==> src/hw/rtl/shp_pkg.sv <==
// ----------------------------------------------------------------------------
// shp_pkg
// Types and constants shared by the sync header packetizer.
// ----------------------------------------------------------------------------
package shp_pkg;

  localparam int PAY_W      = 12;
  localparam int SYNC_W     = 32;
  localparam int PNUM_W     = 32;
  localparam int CFG_IDX_W  = 1;
  localparam int CFG_DATA_W = 32;
  localparam int PHASE_W    = 4;

  localparam logic [PAY_W-1:0]     PAYLOAD_SIZE_RESET = 12'd1432;
  localparam logic [SYNC_W-1:0]    SYNC_WORD_RESET    = 32'hFEFD_FCFB;

  localparam logic [CFG_IDX_W-1:0] CFG_PAYLOAD_SIZE   = 1'd0;
  localparam logic [CFG_IDX_W-1:0] CFG_SYNC_WORD      = 1'd1;

  // phase of the byte sequencer: 0..7 header bytes, 8 the payload byte
  localparam logic [PHASE_W-1:0]   PHASE_FIRST_HDR    = 4'd0;
  localparam logic [PHASE_W-1:0]   PHASE_PAYLOAD      = 4'd8;

  typedef struct packed {
    logic [7:0] data_byte;
    logic       buffer_end;
  } in_word_t;

  typedef struct packed {
    logic [7:0] out_byte;
    logic       header_flag;
    logic       end_of_packet;
    logic       run_last;
  } out_word_t;

endpackage

==> src/hw/rtl/sync_header_packetizer.sv <==
// ----------------------------------------------------------------------------
// sync_header_packetizer
// Splits a byte stream into packets, each led by a sync word and packet number.
// ----------------------------------------------------------------------------
// One input word is one payload byte; the output carries one byte a cycle
// unless out_stall holds it. A word that does not open a packet gives one
// byte and words follow back to back. A word that opens a packet gives nine
// bytes: eight header bytes (sync word, then packet number msb first) and the
// payload byte, all out of the single output byte stage; input stalls meanwhile.
// The next word is taken in the cycle the last byte of the current word is taken.
module sync_header_packetizer #(
  parameter int COUNT_BITS = 12
) (
  input  logic                             clk,
  input  logic                             rst_n,
  input  logic                             in_valid,
  output logic                             in_stall,
  input  shp_pkg::in_word_t                in_data,
  output logic                             out_valid,
  input  logic                             out_stall,
  output shp_pkg::out_word_t               out_data,
  input  logic                             cfg_we,
  input  logic [shp_pkg::CFG_IDX_W-1:0]    cfg_index,
  input  logic [shp_pkg::CFG_DATA_W-1:0]   cfg_data
);
  import shp_pkg::*;

  localparam int CMP_W = (COUNT_BITS + 1 > PAY_W) ? COUNT_BITS + 1 : PAY_W;

  logic [PAY_W-1:0]          payload_size_r;
  logic [SYNC_W-1:0]         sync_word_r;
  logic [COUNT_BITS-1:0]     byte_count_r;
  logic [PNUM_W-1:0]         packet_number_r;

  logic                      hold_valid_r;
  logic [PHASE_W-1:0]        phase_r;
  logic [SYNC_W+PNUM_W-1:0]  hdr_r;
  logic [7:0]                data_r;
  logic                      close_r;

  logic                      in_acc;
  logic                      out_acc;
  logic                      last_phase;
  logic                      opens;
  logic [COUNT_BITS:0]       count_nxt;
  logic [CMP_W-1:0]          count_ext;
  logic [CMP_W-1:0]          size_ext;
  logic                      close_nxt;
  logic [PNUM_W-1:0]         pnum_nxt;
  logic [5:0]                hdr_lsb;

  assign last_phase = (phase_r == PHASE_PAYLOAD);
  assign out_valid  = hold_valid_r;
  assign out_acc    = hold_valid_r && !out_stall;
  assign in_stall   = hold_valid_r && !(last_phase && out_acc);
  assign in_acc     = in_valid && !in_stall;

  assign opens     = (byte_count_r == '0);
  assign count_nxt = {1'b0, byte_count_r} + {{COUNT_BITS{1'b0}}, 1'b1};
  assign count_ext = CMP_W'(count_nxt);
  assign size_ext  = CMP_W'(payload_size_r);
  // close on buffer end, on reaching the size, or when the counter fills
  assign close_nxt = in_data.buffer_end || (count_ext == size_ext) || count_nxt[COUNT_BITS];
  assign pnum_nxt  = opens ? packet_number_r + PNUM_W'(1) : packet_number_r;

  // header byte p sits at bits 8*(7-p) and up
  assign hdr_lsb = {~phase_r[2:0], 3'b000};

  always_comb begin
    out_data.header_flag   = !last_phase;
    out_data.end_of_packet = last_phase && close_r;
    out_data.run_last      = last_phase;
    if (last_phase) begin
      out_data.out_byte = data_r;
    end else begin
      out_data.out_byte = hdr_r[hdr_lsb +: 8];
    end
  end

  always_ff @(posedge clk) begin
    if (!rst_n) begin
      payload_size_r <= PAYLOAD_SIZE_RESET;
      sync_word_r    <= SYNC_WORD_RESET;
    end else if (cfg_we) begin
      unique case (cfg_index)
        CFG_PAYLOAD_SIZE: payload_size_r <= cfg_data[PAY_W-1:0];
        CFG_SYNC_WORD:    sync_word_r    <= cfg_data[SYNC_W-1:0];
        default: begin
        end
      endcase
    end
  end

  always_ff @(posedge clk) begin
    if (!rst_n) begin
      byte_count_r    <= '0;
      packet_number_r <= '0;
      hold_valid_r    <= 1'b0;
      phase_r         <= PHASE_PAYLOAD;
    end else begin
      if (in_acc) begin
        hold_valid_r    <= 1'b1;
        phase_r         <= opens ? PHASE_FIRST_HDR : PHASE_PAYLOAD;
        byte_count_r    <= close_nxt ? '0 : count_nxt[COUNT_BITS-1:0];
        packet_number_r <= in_data.buffer_end ? '0 : pnum_nxt;
      end else if (out_acc) begin
        if (last_phase) begin
          hold_valid_r <= 1'b0;
        end else begin
          phase_r <= phase_r + PHASE_W'(1);
        end
      end
    end
  end

  // word payload, loaded on accept
  always_ff @(posedge clk) begin
    if (in_acc) begin
      hdr_r   <= {sync_word_r, pnum_nxt};
      data_r  <= in_data.data_byte;
      close_r <= close_nxt;
    end
  end

endmodule
==> config.mk <==
export PLATFORM = sky130hd
export DESIGN_NAME = sync_header_packetizer
export DESIGN_NICKNAME = d
export VERILOG_FILES = /design/src/hw/rtl/shp_pkg.sv /design/src/hw/rtl/sync_header_packetizer.sv
export SDC_FILE = /design/constraint.sdc
export NUM_CORES = 1
export LEC_CHECK = 0
export BUFFER_PORTS_ARGS = -buffer_cell sky130_fd_sc_hd__buf_2
export CORE_MARGIN = 1.5
export CORE_UTILIZATION = 64
export DETAILED_ROUTE_END_ITERATION = 16
export GPL_TIMING_DRIVEN = 0
export PLACE_DENSITY = 0.82
export REMOVE_ABC_BUFFERS = 1
export SLEW_MARGIN = 15
export SYNTH_ARGS = -nofsm -noshare
export SYNTH_HDL_FRONTEND = slang
export SYNTH_SLANG_ARGS = --single-unit
export TNS_END_PERCENT = 100
==> constraint.sdc <==
create_clock -name clk -period 13.82 [get_ports clk]
set_input_delay 1.382 -clock clk [delete_from_list [all_inputs] [get_ports clk]]
set_output_delay 1.382 -clock clk [all_outputs]
set_load 0.05 [all_outputs]
# Yosys cells after proc, flatten, opt, wreduce, memory -nomap -nowiden

Cells that the tools add are included.

Add/subtract/negate cells: 3
Eq/ne operators: 3
Shifts and indexed selects: 1
Mux-type cells: 11
Bitwise gates (word level): 2
Reduce and logical (&&, ||, !) cells: 18

Operator list:

| kind                  | count |
|---|---|
| $mux 32               | 2 |
| $shiftx 64x7->8       | 1 |
| $add 32x1->32 const B | 1 |
| $mux 4                | 4 |
| $add 12x1->13 const B | 1 |
| $eq 13x12->1          | 1 |
| $logic_not 12->1      | 1 |
| $mux 12               | 1 |
| $mux 8                | 1 |
| $reduce_and 2->1      | 4 |
| $logic_and 1x1->1     | 5 |
| $add 4x1->4 const B   | 1 |
| $eq 4x4->1 const B    | 1 |
| $logic_not 1->1       | 4 |
| $reduce_bool 2->1     | 2 |
| $mux 1                | 3 |
| $not 3->3             | 1 |
| $logic_or 1x1->1      | 2 |
| $ne 2x2->1 const B    | 1 |
| $not 1->1             | 1 |

Register bits: 166
Input port bits: 47
Output and inout bits: 13
Word-level logic and storage cells: 47

# Logic depth before layout (Yosys ltp)

Gate-level depths: netlist of run 1.

Depth after elaboration: 9
Gate-level depth with buffers: 13
Mapped depth without buffers: 10

# Worst setup path before layout of run 1

No wires, ideal clock.

Path type: register to register
Start: reg phase_r[0]
End: reg byte_count_r[0]
Library setup time: 60 ps
Arrival time: 4602 ps
Data required time: 13760 ps
Setup slack: 9158 ps
Stages on the path, launching flop included: 12
Buffers on the path: 2
Clock period less this slack: 4662 ps
Cells stage by stage: dfxtp_1 -> clkbuf_1 -> clkbuf_1 -> inv_1 -> ha_1 -> nand2_1 -> o31ai_1 -> nand2_1 -> inv_1 -> nand3b_1 -> nor3_2 -> mux2_2

Longest elaborated chain between the ends: 6

RTL lines:

| item                   | RTL line                      | RTL |
|---|---|---|
| start, declared        | sync_header_packetizer.sv:36  | `logic [PHASE_W-1:0] phase_r;` |
| start signal, assigned | sync_header_packetizer.sv:103 | `phase_r <= opens ? PHASE_FIRST_HDR : PHASE_PAYLOAD;` |
| start signal, assigned | sync_header_packetizer.sv:110 | `phase_r <= phase_r + PHASE_W'(1);` |
| $eq 4x4->1             | sync_header_packetizer.sv:52  | `assign last_phase = (phase_r == PHASE_PAYLOAD);` |
| $logic_and 1x1->1      | sync_header_packetizer.sv:55  | `assign in_stall = hold_valid_r && !(last_phase && out_acc);` |
| $logic_not 1->1        | sync_header_packetizer.sv:55  |  |
| $logic_and 1x1->1      | sync_header_packetizer.sv:55  |  |
| $logic_not 1->1        | sync_header_packetizer.sv:56  | `assign in_acc = in_valid && !in_stall;` |
| $logic_and 1x1->1      | sync_header_packetizer.sv:56  |  |
| named net in_acc       | sync_header_packetizer.sv:41  | `logic in_acc;` |
| end signal, assigned   | sync_header_packetizer.sv:104 | `byte_count_r <= close_nxt ? '0 : count_nxt[COUNT_BITS-1:0];` |
| end, declared          | sync_header_packetizer.sv:32  | `logic [COUNT_BITS-1:0] byte_count_r;` |

The timed path passes the listed nets, and every way through them passes these cells.
A chain may end at the register's enable or synchronous reset.

# Final worst setup path of run 1

Start: reg phase_r[1]
End: reg byte_count_r[4]

The elaborated chain is that of the path after synthesis.

==> results of run 1 <==
cell usage in the layout, fill, tap and decap left out, types with 5 or more instances in the layout:
cell and n:
nand2_1 139, dfxtp_1 92, edfxtp_1 73, buf_2 59
nand3_1 54, o21ai_0 35, xnor2_1 32, nor2_1 23
xor2_1 18, clkbuf_16 18, mux4_2 16, o31ai_1 14
a22o_1 12, a21boi_0 12, and3_1 11, a21oi_1 11
mux2i_1 10, inv_1 9, nand4_1 7, inv_6 7
nor3_1 6, nand2b_1 6, nor2b_1 5, a221o_1 5
ha_1 5
cell type report:
| type | instances | area, sq um |
|---|---|---|
| clock inverter | 14 | 110 |
| sequential | 166 | 4060 |
| multi-input combinational | 472 | 3100 |
| timing repair buffer | 62 | 354 |
| inverter | 10 | 40.0 |
| fill | 723 | 2740 |
| clock buffer | 18 | 450 |
| tap | 140 | 175 |
routing by layer:
layer  track usage  share of wire  wire length, um  vias to the layer above
met5             0              0                0                        -
met4         0.113          0.029              472                        0
met3        0.0647          0.074             1220                       50
met2         0.449           0.49             7970                      212
met1         0.370           0.41             6760                     2543
li1              -              -                -                     2552
per-stage QoR:
stage | hold WS (ns) | utilization | instances | area [sq um] | total power [uW]
final | 0.433 | 0.751 | 882 | 8290 | 1080
after global routing | 0.439 | 0.751 | 882 | 8290 | 1110
after CTS | 0.431 | 0.751 | 882 | 8280 | 1080
after detailed placement | 0.415 | 0.700 | 850 | 7720 | 640
after global placement | 0.413 | 0.694 | 847 | 7650 | 635
after floorplan | 0.408 | - | 648 | 7180 | 608
registers in the layout, summed over array words and instances (netlist names):
signal           count
data_r               8
sync_word_r         32
phase_r              4
hdr_r               64
packet_number_r     32
payload_size_r      12
close_r              1
out_valid            1
byte_count_r        12
Yosys cell counts (11+ instances only):
| cell | instances |
|---|---|
| xnor2_1 | 32 |
| edfxtp_1 | 73 |
| clkbuf_1 | 35 |
| nand2_1 | 139 |
| xor2_1 | 18 |
| o31ai_1 | 14 |
| o21ai_0 | 35 |
| mux4_2 | 16 |
| nand3_1 | 54 |
| dfxtp_1 | 93 |
| a21oi_1 | 11 |
| a22o_1 | 12 |
| a21boi_0 | 12 |
| nor2_1 | 23 |
| and3_1 | 11 |
power groups by stage:
stage          Sequential [uW]  Clock [uW]  Combinational (uW)
3_3_place_gp               556           0                78.8
6_report                   546         445                84.9
5_1_grt                    548         467                92.1
2_1_floorplan              554           0                54.6
4_1_cts                    546         448                84.5
3_5_place_dp               556           0                83.5
cell families after synthesis:
kind of cell | count (synthesis) | synth area share
AOI/OAI and AO/OA | 106 | 0.0991
and+or+nand+nor | 282 | 0.185
adders and majority gates | 5 | 0.00849
muxes | 28 | 0.0656
DFF | 166 | 0.550
xor gates and xnor gates | 51 | 0.0617
buffers and inverters | 53 | 0.0296
worst max-delay path: cells and delay by family, from the launching register on:
family	cells	cell delay, ns
simple gates	4	1.70
flops	1	0.65
compound gates	2	0.69
fa+ha+maj	1	0.16
buf+inv	4	1.29
path summary, 6_finish.rpt:
| path | start | cells after the start | to | slack (ns) |
|---|---|---|---|---|
| hold reg to reg | sync_word_r[3]$_SDFFE_PN1P_ | 0 | hdr_r[35]$_DFFE_PP_ | 0.43 |
| setup reg to reg | phase_r[1]$_SDFFE_PN0P_ | 11 | byte_count_r[4]$_SDFFE_PN0P_ | 9.26 |
| hold / removal | sync_word_r[3]$_SDFFE_PN1P_ | 0 | hdr_r[35]$_DFFE_PP_ | 0.43 |
| setup / recovery | phase_r[1]$_SDFFE_PN0P_ | 11 | byte_count_r[4]$_SDFFE_PN0P_ | 9.26 |
==> flow_metrics.env, run 1 <==
export IMPL_status="completed"
export IMPL_crit_arrival_ns=4.91
export IMPL_skew_ns=0.00998
export IMPL_start_kind="flip-flop"
export IMPL_fmax_mhz=219
export IMPL_n_antenna_cell=0
export IMPL_cts_tree="built"
export IMPL_die_x_um=110
export IMPL_slew_limit_headroom=0.274
export IMPL_syn_to_final_growth_pct=12.5
export IMPL_coreArea_sq_um=11000
export IMPL_grt_pass1_vias=4979
export IMPL_tightest_slew_ns=1.09
export IMPL_crit_required_ns=14.18
export IMPL_cap_violations=0
export IMPL_worstSetupPathType="reg -> reg"
export IMPL_yosysTopAreaCell="edfxtp_1"
export IMPL_switching_share=0.248
export IMPL_synth_top_area_frac=0.298
export IMPL_root_buffer="clkbuf_16"
export IMPL_period_minus_slack_ns=4.56
export IMPL_yosys_warnings=0
export IMPL_htree_levels=4
export IMPL_p_comb_frac=0.079
export IMPL_dp_slack_ns=9.23
export IMPL_p_int_uw=808
export IMPL_antenna_found_initial=1
export IMPL_cp_slowest_cell="nand3b_1"
export IMPL_postRouteWirelength_mm=16.4
export IMPL_cts_resized=0
export IMPL_final_nets=781
export IMPL_num_io_pins=60
export IMPL_rsz0062_at_grt="no"
export IMPL_p_sw_uw=267
export IMPL_drt_iter0_drc=429
export IMPL_setup_viol=0
export IMPL_grt_max_degree=52
export IMPL_ant_nets=0
export IMPL_postSynthCellCount=691
export IMPL_clk_pin_slew_ns=0.07
export IMPL_drc=0
export IMPL_clock_power_share=0.413
export IMPL_synth_area_leaders="edfxtp_1 (30%), dfxtp_1 (25%), nand2_1 (7.1%)"
export IMPL_cts_setup_buffers=0
export IMPL_powerDensity_nw_per_um2=130
export IMPL_p_seq_frac=0.508
export IMPL_grt_total_usage=0.280
export IMPL_p_leak_uw=0.00315
export IMPL_ys_flop_type="dfxtp_1"
export IMPL_clockBufferDepth=2
export IMPL_routedWlPerCell_um=18.6
export IMPL_numCtsBuffers=17
export IMPL_vdd_drop_max_uv=93.8
export IMPL_ys_types=56
export IMPL_worst_slack_ns=9.26
export IMPL_period_share=0.330
export IMPL_io_buffers=59
export IMPL_crit_path_end_kind="flip-flop"
export IMPL_grt_ovfl_total=0
export IMPL_numClockSinks=166
export IMPL_gp_congestion=0.880
export IMPL_grt_pass1_wl_mm=25.5
export IMPL_syn_area_sq_um=7360
export IMPL_chipHeight_um=110
export IMPL_dieArea_sq_um=12200
export IMPL_syn_area_per_cell_sq_um=10.7
export IMPL_worstHoldPathType="reg -> reg"
export IMPL_worstSkewPairLatency_ns=0.41
export IMPL_via_per_inst=6.07
export IMPL_cp_max_fo=45
export IMPL_synth_edf_count=73
export IMPL_path_cells="inv_1 -> ha_1 -> nand2_1 -> o31ai_1 -> nand2_1 -> inv_4 -> buf_12 -> nand3b_1 -> buf_16 -> nor3_2 -> a221o_1"
export IMPL_dp_final_hpwl_mm=10.8
export IMPL_cp_common_cell="nand2_1"
export IMPL_cts_hold_buf=0
export IMPL_synth_ff_latch_count=166
export IMPL_vias=5357
export IMPL_setup_tns_ns=0
export IMPL_fp_row_count=38
export IMPL_drive_gt1_frac=0.178
export IMPL_drv_slew=0
export IMPL_start_util=0.668
export IMPL_hold_viol=0
export IMPL_detail_route_first_pass_iterations=8
export IMPL_async_reset_ff_frac=0
export IMPL_max_stage_delay_ns=0.66
export IMPL_seq_area_frac_synth=0.550
Note: power is estimated with default switching activity, not from simulation.
==> run 2, diff against run 1 <==
--- a/config.mk
+++ b/config.mk
@@ -7,10 +7,10 @@
 export LEC_CHECK = 0
 export BUFFER_PORTS_ARGS = -buffer_cell sky130_fd_sc_hd__buf_2
 export CORE_MARGIN = 1.5
-export CORE_UTILIZATION = 64
+export CORE_UTILIZATION = 60
 export DETAILED_ROUTE_END_ITERATION = 16
 export GPL_TIMING_DRIVEN = 0
-export PLACE_DENSITY = 0.82
+export PLACE_DENSITY = 0.78
 export REMOVE_ABC_BUFFERS = 1
 export SLEW_MARGIN = 15
 export SYNTH_ARGS = -nofsm -noshare
==> constraint.sdc (replaced) <==
create_clock -name clk -period 4.4 [get_ports clk]
set_input_delay 0.44 -clock clk [delete_from_list [all_inputs] [get_ports clk]]
set_output_delay 0.44 -clock clk [all_outputs]
set_load 0.05 [all_outputs]
==> flow_metrics.env, run 2 (synthesized netlist as in run 1, its figures left out) <==
export IMPL_fillers=855
export IMPL_cts_hold_buf=0
export IMPL_htree_levels=4
export IMPL_top_register="hdr_r"
export IMPL_syn_to_final_growth_pct=13.2
export IMPL_hold_ws_ns=0.187
export IMPL_grt_pass1_vias=5054
export IMPL_final_cell_mix="nand2_1 (139), dfxtp_1 (92), edfxtp_1 (73), buf_2 (59), nand3_1 (54)"
export IMPL_coreArea_sq_um=12000
export IMPL_cts_tree="built"
export IMPL_largest_register_ffs=64
export IMPL_io_buffers=59
export IMPL_max_stage_delay_ns=0.66
export IMPL_setup_viol=0
export IMPL_hold_path_end="data_r[4]$_DFFE_PP_"
export IMPL_placed_cells=858
export IMPL_routedWlPerCell_um=18.1
export IMPL_rr_worst_depth=11
export IMPL_drv_slew=0
export IMPL_hold_viol=0
export IMPL_period_share=0.913
export IMPL_grt_max_degree=52
export IMPL_vias=5373
export IMPL_slew_limit_headroom=0.276
export IMPL_period_minus_slack_ns=4.02
export IMPL_cts_setup_buffers=0
export IMPL_min_from="in_data[5]"
export IMPL_rsz0062_at_grt="no"
export IMPL_grt_total_usage=0.257
export IMPL_cp_max_fo=42
export IMPL_setup_tns_ns=0
export IMPL_postRouteWirelength_mm=16.1
export IMPL_crit_arrival_ns=4.38
export IMPL_die_x_um=114
export IMPL_ant_nets=0
export IMPL_grt_pass1_wl_mm=25.3
export IMPL_path_cells="inv_1 -> ha_1 -> nand2_1 -> o31ai_1 -> nand2_1 -> inv_6 -> buf_12 -> nand3b_1 -> buf_8 -> nor3_2 -> a22o_1"
export IMPL_p_leak_uw=0.00316
export IMPL_startpoint="phase_r[1]$_SDFFE_PN0P_"
export IMPL_worstHoldPathCells=1
export IMPL_final_nets=782
export IMPL_chipHeight_um=114
export IMPL_worstHoldPathType="in -> reg"
export IMPL_mostFrequentLayoutCell="nand2_1"
export IMPL_crit_required_ns=4.77
export IMPL_tightest_slew_ns=1.08
export IMPL_start_kind="flip-flop"
export IMPL_num_io_pins=60
export IMPL_n_antenna_cell=0
export IMPL_clk_pin_slew_ns=0.06
export IMPL_fp_row_count=40
export IMPL_cp_slowest_cell="dfxtp_1"
export IMPL_powerDensity_nw_per_um2=416
export IMPL_r2r_start="phase_r[1]$_SDFFE_PN0P_"
export IMPL_skew_ns=0.0182
export IMPL_reg2reg_slack_ns=0.38
export IMPL_worstSetupPathType="reg -> reg"
export IMPL_drive_gt1_frac=0.176
export IMPL_grt_ovfl_total=0
export IMPL_numClockSinks=166
export IMPL_reg_top3="hdr_r (64), packet_number_r (32), sync_word_r (32)"
export IMPL_start_util=0.613
export IMPL_gp_congestion=0.884
export IMPL_numCtsBuffers=17
export IMPL_fin_cells=890
export IMPL_vdd_drop_max_uv=191
export IMPL_cts_resized=0
export IMPL_via_per_inst=6.04
export IMPL_status="completed"
export IMPL_drc=0
export IMPL_r2r_end="byte_count_r[2]$_SDFFE_PN0P_"
export IMPL_clockBufferDepth=2
export IMPL_cp_common_cell="nand2_1"
export IMPL_worstSkewPairLatency_ns=0.44
export IMPL_dieArea_sq_um=12900
export IMPL_antenna_found_initial=0
export IMPL_root_buffer="clkbuf_16"
export IMPL_fmax_mhz=249
export IMPL_detail_route_first_pass_iterations=5
export IMPL_drt_iter0_drc=558
export IMPL_dp_final_hpwl_mm=10.6
export IMPL_cap_violations=0
export IMPL_crit_path_end_kind="flip-flop"
run 2: cell count changes in the layout (fill, tap and decap cells not counted), sizes merged:
cell and delta:
bufinv +2, buf +1, clkbuf +3, inv -5
run 2: metrics by stage:
step / util / power, uW / area (sq um) / setup slack, ns
finish: 0.694 / 3470 / 8330 / 0.382
global route: 0.694 / 3570 / 8330 / 0.0673
CTS: 0.693 / 3470 / 8330 / 0.310
detailed placement: 0.644 / 2010 / 7730 / 0.327
global placement: 0.638 / 2000 / 7660 / -2.53
floorplan: - / 1910 / 7180 / -0.679
run 2: critical path, delay by kind of cell, from the launching register on:
family	cells	cell delay (ns)
DFF	1	0.66
AOI/OAI and AO/OA	2	0.66
adders and majority gates	1	0.15
and+or+nand+nor	4	1.38
buffers and inverters	4	1.10
run 2: worst max-delay path by stage:
stage	to	slack, ns	cells past startpoint
5_1_grt	byte_count_r[2]$_SDFFE_PN0P_	0.07	11
4_1_cts	byte_count_r[0]$_SDFFE_PN0P_	0.31	11
6_report	byte_count_r[2]$_SDFFE_PN0P_	0.38	11
3_3_place_gp	byte_count_r[0]$_SDFFE_PN0P_	-2.53	9
3_5_place_dp	byte_count_r[0]$_SDFFE_PN0P_	0.33	11
2_1_floorplan	byte_count_r[0]$_SDFFE_PN0P_	-0.68	9
run 2: cell type report:
| class | count | area, sq um | area share |
|---|---|---|---|
| clock buffers | 21 | 472 | 0.0566 |
| clock inverters | 11 | 123 | 0.0147 |
| multi-input cells | 472 | 3100 | 0.372 |
| inverters | 10 | 42.5 | 0.00510 |
| flip-flops and latches | 166 | 4060 | 0.487 |
| repair buffers | 63 | 357 | 0.0428 |
| well taps | 147 | 184 | 0.0221 |
run 2: per-layer routing:
layer  global-route usage  share of wire  up-vias
met3               0.0696          0.064       34
met2                0.411           0.48      205
met5                    0              0        -
li1                     -              -     2553
met4               0.0950          0.020        0
met1                0.339           0.43     2581
run 2: power breakdown:
group	total [uW]	leakage [uW]	internal (uW)	switching, uW
combinational	267	0.00143	90.3	177
clock	1480	0.000283	884	599
sequential	1710	0.00145	1680	32.7
total	3470	0.00316	2660	809
==> run 3, diff against run 2 <==
--- a/config.mk
+++ b/config.mk
@@ -6,11 +6,12 @@
 export NUM_CORES = 1
 export LEC_CHECK = 0
 export BUFFER_PORTS_ARGS = -buffer_cell sky130_fd_sc_hd__buf_2
+export CORE_ASPECT_RATIO = 1.1
 export CORE_MARGIN = 1.5
-export CORE_UTILIZATION = 60
+export CORE_UTILIZATION = 64
 export DETAILED_ROUTE_END_ITERATION = 16
 export GPL_TIMING_DRIVEN = 0
-export PLACE_DENSITY = 0.78
+export PLACE_DENSITY = 0.82
 export REMOVE_ABC_BUFFERS = 1
 export SLEW_MARGIN = 15
 export SYNTH_ARGS = -nofsm -noshare
==> constraint.sdc (replaced) <==
create_clock -name clk -period 4.9 [get_ports clk]
set_input_delay 0.49 -clock clk [delete_from_list [all_inputs] [get_ports clk]]
set_output_delay 0.49 -clock clk [all_outputs]
set_load 0.05 [all_outputs]
==> flow_metrics.env, run 3 (synthesized netlist as in run 1, its figures left out) <==
export IMPL_status="completed"
export IMPL_start_util=0.666
export IMPL_detail_route_first_pass_iterations=5
export IMPL_p_seq_frac=0.506
export IMPL_drive_gt1_frac=0.176
export IMPL_tightest_slew_ns=1.13
export IMPL_crit_required_ns=5.27
export IMPL_via_per_inst=6.12
export IMPL_n_antenna_cell=0
export IMPL_period_minus_slack_ns=4.36
export IMPL_min_from="in_data[6]"
export IMPL_dp_slack_ns=0.631
export IMPL_vias=5450
export IMPL_gp_congestion=0.930
export IMPL_cts_tree="built"
export IMPL_p_leak_uw=0.00315
export IMPL_cts_resized=0
export IMPL_antenna_found_initial=0
export IMPL_reg2reg_slack_ns=0.54
export IMPL_postRouteWirelength_mm=16.6
export IMPL_final_cell_mix="nand2_1 (139), dfxtp_1 (92), edfxtp_1 (73), buf_2 (59), nand3_1 (54)"
export IMPL_clk_pin_slew_ns=0.07
export IMPL_worstSkewPairLatency_ns=0.43
export IMPL_multi_input_area_sq_um=3100
export IMPL_worst_slack_ns=0.543
export IMPL_period_share=0.889
export IMPL_numCtsBuffers=17
export IMPL_crit_arrival_ns=4.72
export IMPL_grt_ovfl_total=0
export IMPL_num_io_pins=60
export IMPL_grt_pass1_vias=5167
export IMPL_worstHoldPathCells=1
export IMPL_io_buffers=59
export IMPL_worstSetupPathType="reg -> reg"
export IMPL_final_nets=782
export IMPL_mostFrequentLayoutCell="nand2_1"
export IMPL_r2r_start="phase_r[1]$_SDFFE_PN0P_"
export IMPL_slew_limit_headroom=0.244
export IMPL_regArea_sq_um=4060
export IMPL_placement_cell_area_sq_um=7720
export IMPL_p_sw_uw=782
export IMPL_start_kind="flip-flop"
export IMPL_setup_tns_ns=0
export IMPL_vdd_drop_max_uv=232
export IMPL_switching_share=0.257
export IMPL_grt_total_usage=0.285
export IMPL_top_register="hdr_r"
export IMPL_largest_register_ffs=64
export IMPL_cts_setup_buffers=0
export IMPL_grt_max_degree=52
export IMPL_cap_violations=0
export IMPL_die_x_um=105
export IMPL_chipHeight_um=116
export IMPL_drc=0
export IMPL_cp_max_fo=40
export IMPL_crit_path_end_kind="flip-flop"
export IMPL_ant_nets=0
export IMPL_syn_to_final_growth_pct=12.7
export IMPL_drv_slew=0
export IMPL_coreArea_sq_um=11100
export IMPL_dieArea_sq_um=12200
export IMPL_p_comb_frac=0.079
export IMPL_hold_viol=0
export IMPL_fp_row_count=40
export IMPL_drt_iter0_drc=562
export IMPL_numClockSinks=166
export IMPL_setup_viol=0
export IMPL_worstHoldPathType="in -> reg"
export IMPL_rsz0062_at_grt="no"
export IMPL_fin_area_sq_um=8300
export IMPL_routedWlPerCell_um=18.7
export IMPL_hold_path_end="data_r[5]$_DFFE_PP_"
export IMPL_dp_final_hpwl_mm=10.9
export IMPL_r2r_end="byte_count_r[0]$_SDFFE_PN0P_"
export IMPL_cts_hold_buf=0
export IMPL_fmax_mhz=229
export IMPL_htree_levels=4
export IMPL_startpoint="phase_r[1]$_SDFFE_PN0P_"
export IMPL_root_buffer="clkbuf_16"
export IMPL_rr_worst_depth=10
export IMPL_grt_pass1_wl_mm=26.5
export IMPL_p_int_uw=2260
export IMPL_final_core_util=0.750
export IMPL_placed_cells=857
export IMPL_powerDensity_nw_per_um2=367
export IMPL_skew_ns=0.0108
export IMPL_reg_top3="hdr_r (64), packet_number_r (32), sync_word_r (32)"
export IMPL_fin_cells=890
export IMPL_fillers=724
export IMPL_clock_power_share=0.415
export IMPL_clockBufferDepth=2
==> run 3: cell types whose count changed in the layout (fill, tap and decap cells not counted) <==
cell	change
and2_1	+2
and2_2	-2
bufinv_16	-2
clkbuf_1	-2
clkbuf_16	-1
clkbuf_8	-1
clkinv_2	-2
inv_4	+1
inv_6	+1
inv_8	+6
==> run 3: how the worst max path moves through the flow <==
stage / slack (ns) / endpoint
6_report: 0.54 / byte_count_r[0]$_SDFFE_PN0P_
5_1_grt: 0.30 / byte_count_r[0]$_SDFFE_PN0P_
4_1_cts: 0.57 / byte_count_r[0]$_SDFFE_PN0P_
3_5_place_dp: 0.63 / byte_count_r[0]$_SDFFE_PN0P_
3_3_place_gp: -2.00 / byte_count_r[0]$_SDFFE_PN0P_
2_1_floorplan: -0.18 / byte_count_r[0]$_SDFFE_PN0P_
==> run 3: power groups by stage <==
stage | registers (uW) | clock network, uW | logic, uW
final | 1540 | 1260 | 241
after global routing | 1550 | 1340 | 262
after CTS | 1540 | 1280 | 240
after detailed placement | 1570 | 0 | 237
after global placement | 1570 | 0 | 222
after floorplan | 1560 | 0 | 154
==> run 3: cell type report <==
cell class                 instances  area share
sequential                       166       0.489
multi-input combinational        472       0.373
clock buffer                      17      0.0513
timing repair buffer              63      0.0430
tap                              147      0.0222
clock inverter                    15      0.0166
inverter                          10     0.00483
==> run 3: critical path, cell delays in order, from the launching register on <==
cell and delay (ns):
dfxtp_1 0.67, inv_1 0.19, ha_1 0.17, nand2_1 0.32, o31ai_1 0.38, nand2_1 0.26
inv_4 0.46, buf_12 0.30, nand3b_1 0.55, nor3_2 0.72, mux2_2 0.27
==> run 3: metrics by stage <==
step | total power (uW) | hold WS [ns]
CTS | 3060 | 0.239
global route | 3140 | 0.240
floorplan | 1720 | 0.408
global placement | 1790 | 0.411
finish | 3050 | 0.245
detailed placement | 1810 | 0.417
==> run 3: routing by layer <==
metal / part of all wire / track usage
met5: 0 / 0
met4: 0.026 / 0.0977
met3: 0.071 / 0.0540
met2: 0.51 / 0.493
met1: 0.40 / 0.365
